===== src/sv/cdd_pkg.sv =====
`default_nettype none
// ----------------------------------------------------------------------------
// Calendar date distance package
// Field widths, calendar constants and month tables shared by the core.
// ----------------------------------------------------------------------------
package cdd_pkg;

  localparam int unsigned DAY_W    = 5;
  localparam int unsigned MONTH_W  = 4;
  localparam int unsigned YEAR_W   = 14;
  localparam int unsigned DIST_W   = 22;
  // day count of 31 Dec of the largest representable year needs 23 bits
  localparam int unsigned DAYNUM_W = 23;
  localparam int unsigned DBM_W    = 9;
  localparam int unsigned CENT_W   = 8;

  localparam logic [YEAR_W-1:0]   YEAR_MAX     = YEAR_W'(9999);
  localparam logic [DAYNUM_W-1:0] DAYS_IN_YEAR = DAYNUM_W'(365);
  localparam logic [DIST_W-1:0]   DIST_MAX     = '1;

  // floor(x / 25) = (x * RECIP_25) >> RECIP_SHIFT, exact for x below 4096
  localparam int unsigned RECIP_W     = 13;
  localparam int unsigned RECIP_SHIFT = 17;
  localparam int unsigned PROD_W      = (YEAR_W - 2) + RECIP_W;
  localparam logic [RECIP_W-1:0] RECIP_25 = RECIP_W'(5243);

  localparam logic [MONTH_W-1:0] MONTH_JAN = MONTH_W'(1);
  localparam logic [MONTH_W-1:0] MONTH_FEB = MONTH_W'(2);
  localparam logic [MONTH_W-1:0] MONTH_DEC = MONTH_W'(12);
  localparam logic [DAY_W-1:0]   FEB_LEAP_LEN = DAY_W'(29);

  typedef struct packed {
    logic                ok;
    logic [DAYNUM_W-1:0] num;
  } date_info_t;

  function automatic logic [DAY_W-1:0] month_len(input logic [MONTH_W-1:0] m);
    logic [DAY_W-1:0] len;
    unique case (m)
      4'd1, 4'd3, 4'd5, 4'd7, 4'd8, 4'd10, 4'd12: len = DAY_W'(31);
      4'd4, 4'd6, 4'd9, 4'd11:                    len = DAY_W'(30);
      4'd2:                                       len = DAY_W'(28);
      default:                                    len = '0;
    endcase
    return len;
  endfunction

  function automatic logic [DBM_W-1:0] days_before(input logic [MONTH_W-1:0] m);
    logic [DBM_W-1:0] n;
    unique case (m)
      4'd2:    n = DBM_W'(31);
      4'd3:    n = DBM_W'(59);
      4'd4:    n = DBM_W'(90);
      4'd5:    n = DBM_W'(120);
      4'd6:    n = DBM_W'(151);
      4'd7:    n = DBM_W'(181);
      4'd8:    n = DBM_W'(212);
      4'd9:    n = DBM_W'(243);
      4'd10:   n = DBM_W'(273);
      4'd11:   n = DBM_W'(304);
      4'd12:   n = DBM_W'(334);
      default: n = '0;
    endcase
    return n;
  endfunction

  // floor(y / 100) through a reciprocal multiply by a constant
  function automatic logic [CENT_W-1:0] div100(input logic [YEAR_W-1:0] y);
    logic [PROD_W-1:0] prod;
    prod = PROD_W'(y[YEAR_W-1:2]) * PROD_W'(RECIP_25);
    return prod[RECIP_SHIFT +: CENT_W];
  endfunction

endpackage
`default_nettype wire


===== src/sv/cdd_if.sv =====
`default_nettype none
// ----------------------------------------------------------------------------
// Calendar date distance channels
// Valid/ready channels for the date pair item and the distance item.
// ----------------------------------------------------------------------------
interface cdd_in_if;
  logic                         valid;
  logic                         ready;
  logic [cdd_pkg::DAY_W-1:0]    first_day;
  logic [cdd_pkg::MONTH_W-1:0]  first_month;
  logic [cdd_pkg::YEAR_W-1:0]   first_year;
  logic [cdd_pkg::DAY_W-1:0]    second_day;
  logic [cdd_pkg::MONTH_W-1:0]  second_month;
  logic [cdd_pkg::YEAR_W-1:0]   second_year;

  modport source (
    output valid, first_day, first_month, first_year,
    output second_day, second_month, second_year,
    input  ready
  );
  modport sink (
    input  valid, first_day, first_month, first_year,
    input  second_day, second_month, second_year,
    output ready
  );
endinterface

interface cdd_out_if;
  logic                        valid;
  logic                        ready;
  logic                        both_valid;
  logic [cdd_pkg::DIST_W-1:0]  day_distance;

  modport source (
    output valid, both_valid, day_distance,
    input  ready
  );
  modport sink (
    input  valid, both_valid, day_distance,
    output ready
  );
endinterface
`default_nettype wire


===== src/sv/calendar_date_distance_core.sv =====
// Path: an accepted item is held in the input register, then in the result
//   register, where its result is offered; a stalled result handshake holds
//   it there.
// Throughput: one item per cycle while out_o.ready is not held low; the single
//   pass of day-number logic between the two registers sets the figure.
// Reset: rst_ni clears both stage valid flags; payload registers keep data.
`default_nettype none
// ----------------------------------------------------------------------------
// Calendar date distance core
// Absolute distance in days between two Gregorian dates, with validity flag.
// ----------------------------------------------------------------------------
module calendar_date_distance_core (
  input  logic       clk_i,
  input  logic       rst_ni,
  cdd_in_if.sink     in_i,
  cdd_out_if.source  out_o
);
  import cdd_pkg::*;

  logic                  s1_valid_q;
  logic [DAY_W-1:0]      d1_q, d2_q;
  logic [MONTH_W-1:0]    m1_q, m2_q;
  logic [YEAR_W-1:0]     y1_q, y2_q;
  logic                  s1_ready;
  logic                  in_take;

  logic                  out_valid_q;
  logic                  both_valid_q, both_valid_d;
  logic [DIST_W-1:0]     dist_q, dist_d;

  date_info_t            info1, info2;
  logic [DAYNUM_W-1:0]   diff;

  assign s1_ready   = !out_valid_q || out_o.ready;
  assign in_i.ready = !s1_valid_q || s1_ready;
  assign in_take    = in_i.valid && in_i.ready;

  always_ff @(posedge clk_i or negedge rst_ni) begin
    if (!rst_ni) begin
      s1_valid_q <= 1'b0;
    end else if (in_i.ready) begin
      s1_valid_q <= in_i.valid;
    end
  end

  always_ff @(posedge clk_i) begin
    if (in_take) begin
      d1_q <= in_i.first_day;
      m1_q <= in_i.first_month;
      y1_q <= in_i.first_year;
      d2_q <= in_i.second_day;
      m2_q <= in_i.second_month;
      y2_q <= in_i.second_year;
    end
  end

  cdd_day_number u_first (
    .day_i   (d1_q),
    .month_i (m1_q),
    .year_i  (y1_q),
    .info_o  (info1)
  );

  cdd_day_number u_second (
    .day_i   (d2_q),
    .month_i (m2_q),
    .year_i  (y2_q),
    .info_o  (info2)
  );

  assign diff = (info1.num >= info2.num) ? (info1.num - info2.num)
                                         : (info2.num - info1.num);

  always_comb begin
    both_valid_d = info1.ok && info2.ok;
    if (!both_valid_d) begin
      dist_d = '0;
    end else if (diff > DAYNUM_W'(DIST_MAX)) begin
      dist_d = DIST_MAX;
    end else begin
      dist_d = diff[DIST_W-1:0];
    end
  end

  always_ff @(posedge clk_i or negedge rst_ni) begin
    if (!rst_ni) begin
      out_valid_q <= 1'b0;
    end else if (s1_ready) begin
      out_valid_q <= s1_valid_q;
    end
  end

  always_ff @(posedge clk_i) begin
    if (s1_ready && s1_valid_q) begin
      both_valid_q <= both_valid_d;
      dist_q       <= dist_d;
    end
  end

  assign out_o.valid        = out_valid_q;
  assign out_o.both_valid   = both_valid_q;
  assign out_o.day_distance = dist_q;

  // an item in the input stage moves to the result register when it is free
  a_s1_to_out: assert property (@(posedge clk_i) disable iff (!rst_ni)
    s1_valid_q && s1_ready |=> out_valid_q)
    else $error("item lost between input and result register");

  // an accepted item lands in the input stage
  a_in_to_s1: assert property (@(posedge clk_i) disable iff (!rst_ni)
    in_take |=> s1_valid_q)
    else $error("accepted item not held in input stage");

  // invalid dates give a zero distance
  a_invalid_zero: assert property (@(posedge clk_i) disable iff (!rst_ni)
    out_valid_q && !both_valid_q |-> dist_q == '0)
    else $error("nonzero distance for invalid dates");

  // identical dates give a zero distance
  a_same_date: assert property (@(posedge clk_i) disable iff (!rst_ni)
    s1_valid_q && s1_ready && d1_q == d2_q && m1_q == m2_q && y1_q == y2_q
    |=> dist_q == '0)
    else $error("nonzero distance for identical dates");

endmodule
`default_nettype wire


===== src/sv/cdd_day_number.sv =====
`default_nettype none
// ----------------------------------------------------------------------------
// Day number of one date
// Checks a Gregorian date and converts it to a day count from 1 Jan of year 1.
// ----------------------------------------------------------------------------
module cdd_day_number (
  input  logic [cdd_pkg::DAY_W-1:0]   day_i,
  input  logic [cdd_pkg::MONTH_W-1:0] month_i,
  input  logic [cdd_pkg::YEAR_W-1:0]  year_i,
  output cdd_pkg::date_info_t         info_o
);
  import cdd_pkg::*;

  logic [YEAR_W-1:0] prev_year;
  logic [CENT_W-1:0] cent_year;
  logic [CENT_W-1:0] cent_prev;
  logic              div4;
  logic              div100_hit;
  logic              div400_hit;
  logic              leap;
  logic [DAY_W-1:0]  len;
  logic              year_ok;
  logic              month_ok;
  logic              day_ok;

  assign prev_year = year_i - YEAR_W'(1);
  assign cent_year = div100(year_i);
  assign cent_prev = div100(prev_year);

  // y is a multiple of 100 (400) exactly when y/100 (y/400) steps from y-1
  assign div4       = (year_i[1:0] == 2'b00);
  assign div100_hit = (cent_year != cent_prev);
  assign div400_hit = (cent_year[CENT_W-1:2] != cent_prev[CENT_W-1:2]);
  assign leap       = div400_hit || (div4 && !div100_hit);

  assign len      = (month_i == MONTH_FEB && leap) ? FEB_LEAP_LEN : month_len(month_i);
  assign year_ok  = (year_i != '0) && (year_i <= YEAR_MAX);
  assign month_ok = (month_i >= MONTH_JAN) && (month_i <= MONTH_DEC);
  assign day_ok   = (day_i != '0) && (day_i <= len);

  assign info_o.ok  = year_ok && month_ok && day_ok;
  assign info_o.num = DAYNUM_W'(prev_year) * DAYS_IN_YEAR
                    + DAYNUM_W'(prev_year[YEAR_W-1:2])
                    - DAYNUM_W'(cent_prev)
                    + DAYNUM_W'(cent_prev[CENT_W-1:2])
                    + DAYNUM_W'(days_before(month_i))
                    + DAYNUM_W'(leap && (month_i > MONTH_FEB))
                    + DAYNUM_W'(day_i);

endmodule
`default_nettype wire

===== src/flat_wrapper.sv =====
// flat-port wrapper written by rule: the top's interface ports become plain ports
module calendar_date_distance_core_flat import cdd_pkg::*;
  (clk_i, rst_ni, in_i_valid, in_i_first_day, in_i_first_month, in_i_first_year, in_i_second_day, in_i_second_month, in_i_second_year, in_i_ready, out_o_valid, out_o_both_valid, out_o_day_distance, out_o_ready);
  cdd_in_if in_i_i ();
  cdd_out_if out_o_i ();
  input  logic clk_i;
  input  logic rst_ni;
  input wire logic [$bits(in_i_i.valid)-1:0] in_i_valid;
  input wire logic [$bits(in_i_i.first_day)-1:0] in_i_first_day;
  input wire logic [$bits(in_i_i.first_month)-1:0] in_i_first_month;
  input wire logic [$bits(in_i_i.first_year)-1:0] in_i_first_year;
  input wire logic [$bits(in_i_i.second_day)-1:0] in_i_second_day;
  input wire logic [$bits(in_i_i.second_month)-1:0] in_i_second_month;
  input wire logic [$bits(in_i_i.second_year)-1:0] in_i_second_year;
  output wire logic [$bits(in_i_i.ready)-1:0] in_i_ready;
  output wire logic [$bits(out_o_i.valid)-1:0] out_o_valid;
  output wire logic [$bits(out_o_i.both_valid)-1:0] out_o_both_valid;
  output wire logic [$bits(out_o_i.day_distance)-1:0] out_o_day_distance;
  input wire logic [$bits(out_o_i.ready)-1:0] out_o_ready;
  assign in_i_i.valid = in_i_valid;
  assign in_i_i.first_day = in_i_first_day;
  assign in_i_i.first_month = in_i_first_month;
  assign in_i_i.first_year = in_i_first_year;
  assign in_i_i.second_day = in_i_second_day;
  assign in_i_i.second_month = in_i_second_month;
  assign in_i_i.second_year = in_i_second_year;
  assign in_i_ready = in_i_i.ready;
  assign out_o_valid = out_o_i.valid;
  assign out_o_both_valid = out_o_i.both_valid;
  assign out_o_day_distance = out_o_i.day_distance;
  assign out_o_i.ready = out_o_ready;
  calendar_date_distance_core u_core (.clk_i(clk_i), .rst_ni(rst_ni), .in_i(in_i_i), .out_o(out_o_i));
endmodule

===== config.mk =====
export PLATFORM = sky130hd
export DESIGN_NAME = calendar_date_distance_core_flat
export DESIGN_NICKNAME = d
export VERILOG_FILES = /design/src/sv/cdd_pkg.sv /design/src/sv/cdd_if.sv /design/src/sv/calendar_date_distance_core.sv /design/src/sv/cdd_day_number.sv /design/src/flat_wrapper.sv
export SDC_FILE = /design/constraint.sdc
export NUM_CORES = 1
export LEC_CHECK = 0
export ABC_AREA = 1
export BUFFER_PORTS_ARGS = -buffer_cell sky130_fd_sc_hd__buf_2
export CAP_MARGIN = 20
export CORE_ASPECT_RATIO = 0.7
export CORE_MARGIN = 10
export CORE_UTILIZATION = 60
export DETAILED_ROUTE_END_ITERATION = 8
export MAX_ROUTING_LAYER = met4
export PLACE_DENSITY_LB_ADDON = 0.25
export SYNTH_ARGS = -nofsm -noshare
export SYNTH_HDL_FRONTEND = slang
export SYNTH_SLANG_ARGS = --single-unit
export TNS_END_PERCENT = 1

===== constraint.sdc =====
create_clock -name clk_i -period 14 [get_ports clk_i]
set_input_delay 2.1 -clock clk_i [delete_from_list [all_inputs] [get_ports clk_i]]
set_output_delay 2.1 -clock clk_i [all_outputs]
set_load 0.1 [all_outputs]

==> flow_metrics.env <==
export IMPL_fin_skew_ns=0.0165
export IMPL_via_per_inst=5.34
export IMPL_die_width_um=282
export IMPL_start_util_pct=60.5
export IMPL_gr_usage_all_layers_pct=28.5
export IMPL_wl_met3_mm=10.5
export IMPL_htreeDepth=3
export IMPL_grt_pass1_vias=22900
export IMPL_clockRootBuffer="clkbuf_16"
export IMPL_die_y_um=204
export IMPL_globalplace_congestion=1.10
export IMPL_finalHoldViolations=0
export IMPL_hp_class="reg -> reg"
export IMPL_tightest_slew_ns=1.06
export IMPL_synth_edf_count=69
export IMPL_drive_gt1_share_pct=6.68
export IMPL_num_vias=23500
export IMPL_critPathRequiredTime_ns=14.12
export IMPL_worst_r2r_setup_slack_ns=0.68
export IMPL_reg2reg_to="u_core.out_o.day_distance[20]$_SDFFCE_PN0P_"
export IMPL_r2r_cells=62
export IMPL_clk_pin_slew_ns=0.08
export IMPL_cpMostUsedCell="inv_1"
export IMPL_clk_latency_ns=0.39
export IMPL_area_growth_pct=6.66
export IMPL_drt_initial_drc_count=2285
export IMPL_min_path_cells=2
export IMPL_hold_path_end="u_core.out_o.valid$_DFFE_PN0P_"
export IMPL_synth_fp_nets=4664
export IMPL_mostFrequentLayoutCells="957 x inv_1, 759 x nand2_1, 588 x ha_1"
export IMPL_arrival_ns=13.44
export IMPL_core_um2=47800
export IMPL_grt_pass1_wl_mm=124
export IMPL_ant_nets=0
export IMPL_finalSetupViolations=0
export IMPL_gr_total_overflow=0
export IMPL_clkSinkCount=95
export IMPL_port_buffers=74
export IMPL_yosys_warnings=0
export IMPL_status="finished, final reports clean"
export IMPL_route_detailed_drc=0
export IMPL_m1WireLength_mm=39.5
export IMPL_crit_path_top_delay_cell="fa_1"
export IMPL_path_max_fanout=7
export IMPL_cts_max_path_buffers=2
export IMPL_max_freq_mhz=75.1
export IMPL_dieArea_um2=57500
export IMPL_avgSynthCellArea_um2=7.90
export IMPL_fin_ws_ns=0.680
export IMPL_start_kind="flop"
export IMPL_first_pass_iters=5
export IMPL_critPathKind="reg -> reg"
export IMPL_hold_buffers=0
export IMPL_synth_seq_cells=95
export IMPL_pre_cts_slack_ns=0.304
export IMPL_hpwlAfterDp_mm=70.2
export IMPL_mostFrequentLayoutCell="inv_1"
export IMPL_dr_wl_met2_mm=28.0
export IMPL_min_period_ns=13.32
export IMPL_yosysSeqAreaShare_pct=9.00
export IMPL_cts_buffers=9
export IMPL_min_period_over_period_pct=95.1
export IMPL_ios=75
export IMPL_slew_viol_final=0
export IMPL_synthFlopType="edfxtp_1"
export IMPL_maxCapViolCount=0
export IMPL_syn_inst=3658
export IMPL_syn_area_um2=28900
export IMPL_async_reset_ff_share_pct=2.11
export IMPL_grt_max_degree=51
export IMPL_fin_nets=4791
export IMPL_ys_types=54
export IMPL_antenna_found_initial=0
export IMPL_rows=67
export IMPL_wl_per_cell_um=17.8
export IMPL_critical_path_max_stage_delay_ns=0.56
export IMPL_crit_start="u_core.y1_q[2]$_DFFE_PP_"
export IMPL_r2r_start="u_core.y1_q[2]$_DFFE_PP_"
export IMPL_cts_tree="yes"
export IMPL_diodes=0
export IMPL_worstHoldStart="u_core.s1_valid_q$_DFFE_PN0N_"
export IMPL_slew_headroom_pct=28.5
export IMPL_endpoint_kind="flop"
export IMPL_top_layer="met4"
export IMPL_drt_total_wl_mm=78.5
-- logic make-up (layout without fill, tap and decap cells) --
group	count (synthesis)	in the layout	synth area share (%)
AO/OA/AOI/OAI	341	341	6.89
adder cells (fa/ha/maj)	956	956	50.8
flip-flops	95	95	9.00
buffers and inverters	991	1121	13.1
XOR/XNOR	124	124	3.81
AND/OR/NAND/NOR	1151	1153	16.3
-- critical path: cells and delay by family (launching register included) --
| family | cells | cell delay (ns) |
|---|---|---|
| AO/OA/AOI/OAI | 11 | 2.06 |
| XOR/XNOR | 3 | 0.56 |
| adder cells (fa/ha/maj) | 15 | 6.36 |
| buffers and inverters | 14 | 1.28 |
| flip-flops | 1 | 0.51 |
| AND/OR/NAND/NOR | 19 | 2.29 |
-- through the flow --
step	hold WS [ns]	instances	TNS (ns)	utilization (%)	area [µm²]
floorplan	0.447	3658	0	-	28900
global placement	0.497	4378	0	63.3	30300
detailed placement	0.510	4378	0	63.3	30300
CTS	0.536	4394	0	63.9	30600
global route	0.579	4411	-0.000618	64.5	30800
finish	0.525	4411	0	64.5	30800
-- cell type report --
class / instances / area (µm²)
multi-input combinational: 2574 / 22700
timing repair buffer: 132 / 822
tap: 621 / 777
clock inverter: 7 / 81.3
sequential: 95 / 2600
clock buffer: 9 / 225
inverter: 973 / 3660
fill: 4204 / 16900
-- routing by layer --
layer  GRT usage (%)  vias to the layer above
li1                -                    11500
met1            44.2                    11000
met2            34.9                     1003
met3            10.6                       46
met4            2.45                        0
met5               -                        -
-- how the worst max path moves through the flow --
stage / to / depth (start not counted)
global placement: u_core.out_o.day_distance[11]$_SDFFCE_PN0P_ / 67
finish: u_core.out_o.day_distance[20]$_SDFFCE_PN0P_ / 62
floorplan: u_core.out_o.day_distance[10]$_SDFFCE_PN0P_ / 66
CTS: u_core.out_o.day_distance[11]$_SDFFCE_PN0P_ / 68
global route: u_core.out_o.day_distance[2]$_SDFFCE_PN0P_ / 63
detailed placement: u_core.out_o.day_distance[11]$_SDFFCE_PN0P_ / 69
-- timing repair --
action,4_1_cts,5_1_grt
setup buffers,0,14
gates resized for setup,0,36
endpoints found under the setup margin,0,22
-- cells in the mapped netlist, types with 8 or more instances --
cell / instances / area share [%]
nand2_1: 761 / 9.9
xor2_1: 90 / 2.7
nand3_1: 116 / 2.0
inv_2: 12 / 0.16
edfxtp_1: 69 / 7.2
nand4_1: 41 / 0.89
a21o_1: 17 / 0.44
nor3_1: 15 / 0.26
xnor2_1: 32 / 0.97
dfxtp_1: 24 / 1.7
nor2_2: 8 / 0.17
o21ai_0: 81 / 1.4
a21oi_2: 21 / 0.64
buf_6: 8 / 0.31
inv_1: 961 / 12
ha_1: 592 / 26
buf_2: 9 / 0.16
o21ai_1: 14 / 0.24
nor2_1: 174 / 2.3
a21oi_1: 154 / 2.7
fa_1: 364 / 25
Power is left out: the tool's default activity adds up to more than one toggle a clock period on the data nets, which glitch-free logic cannot reach.
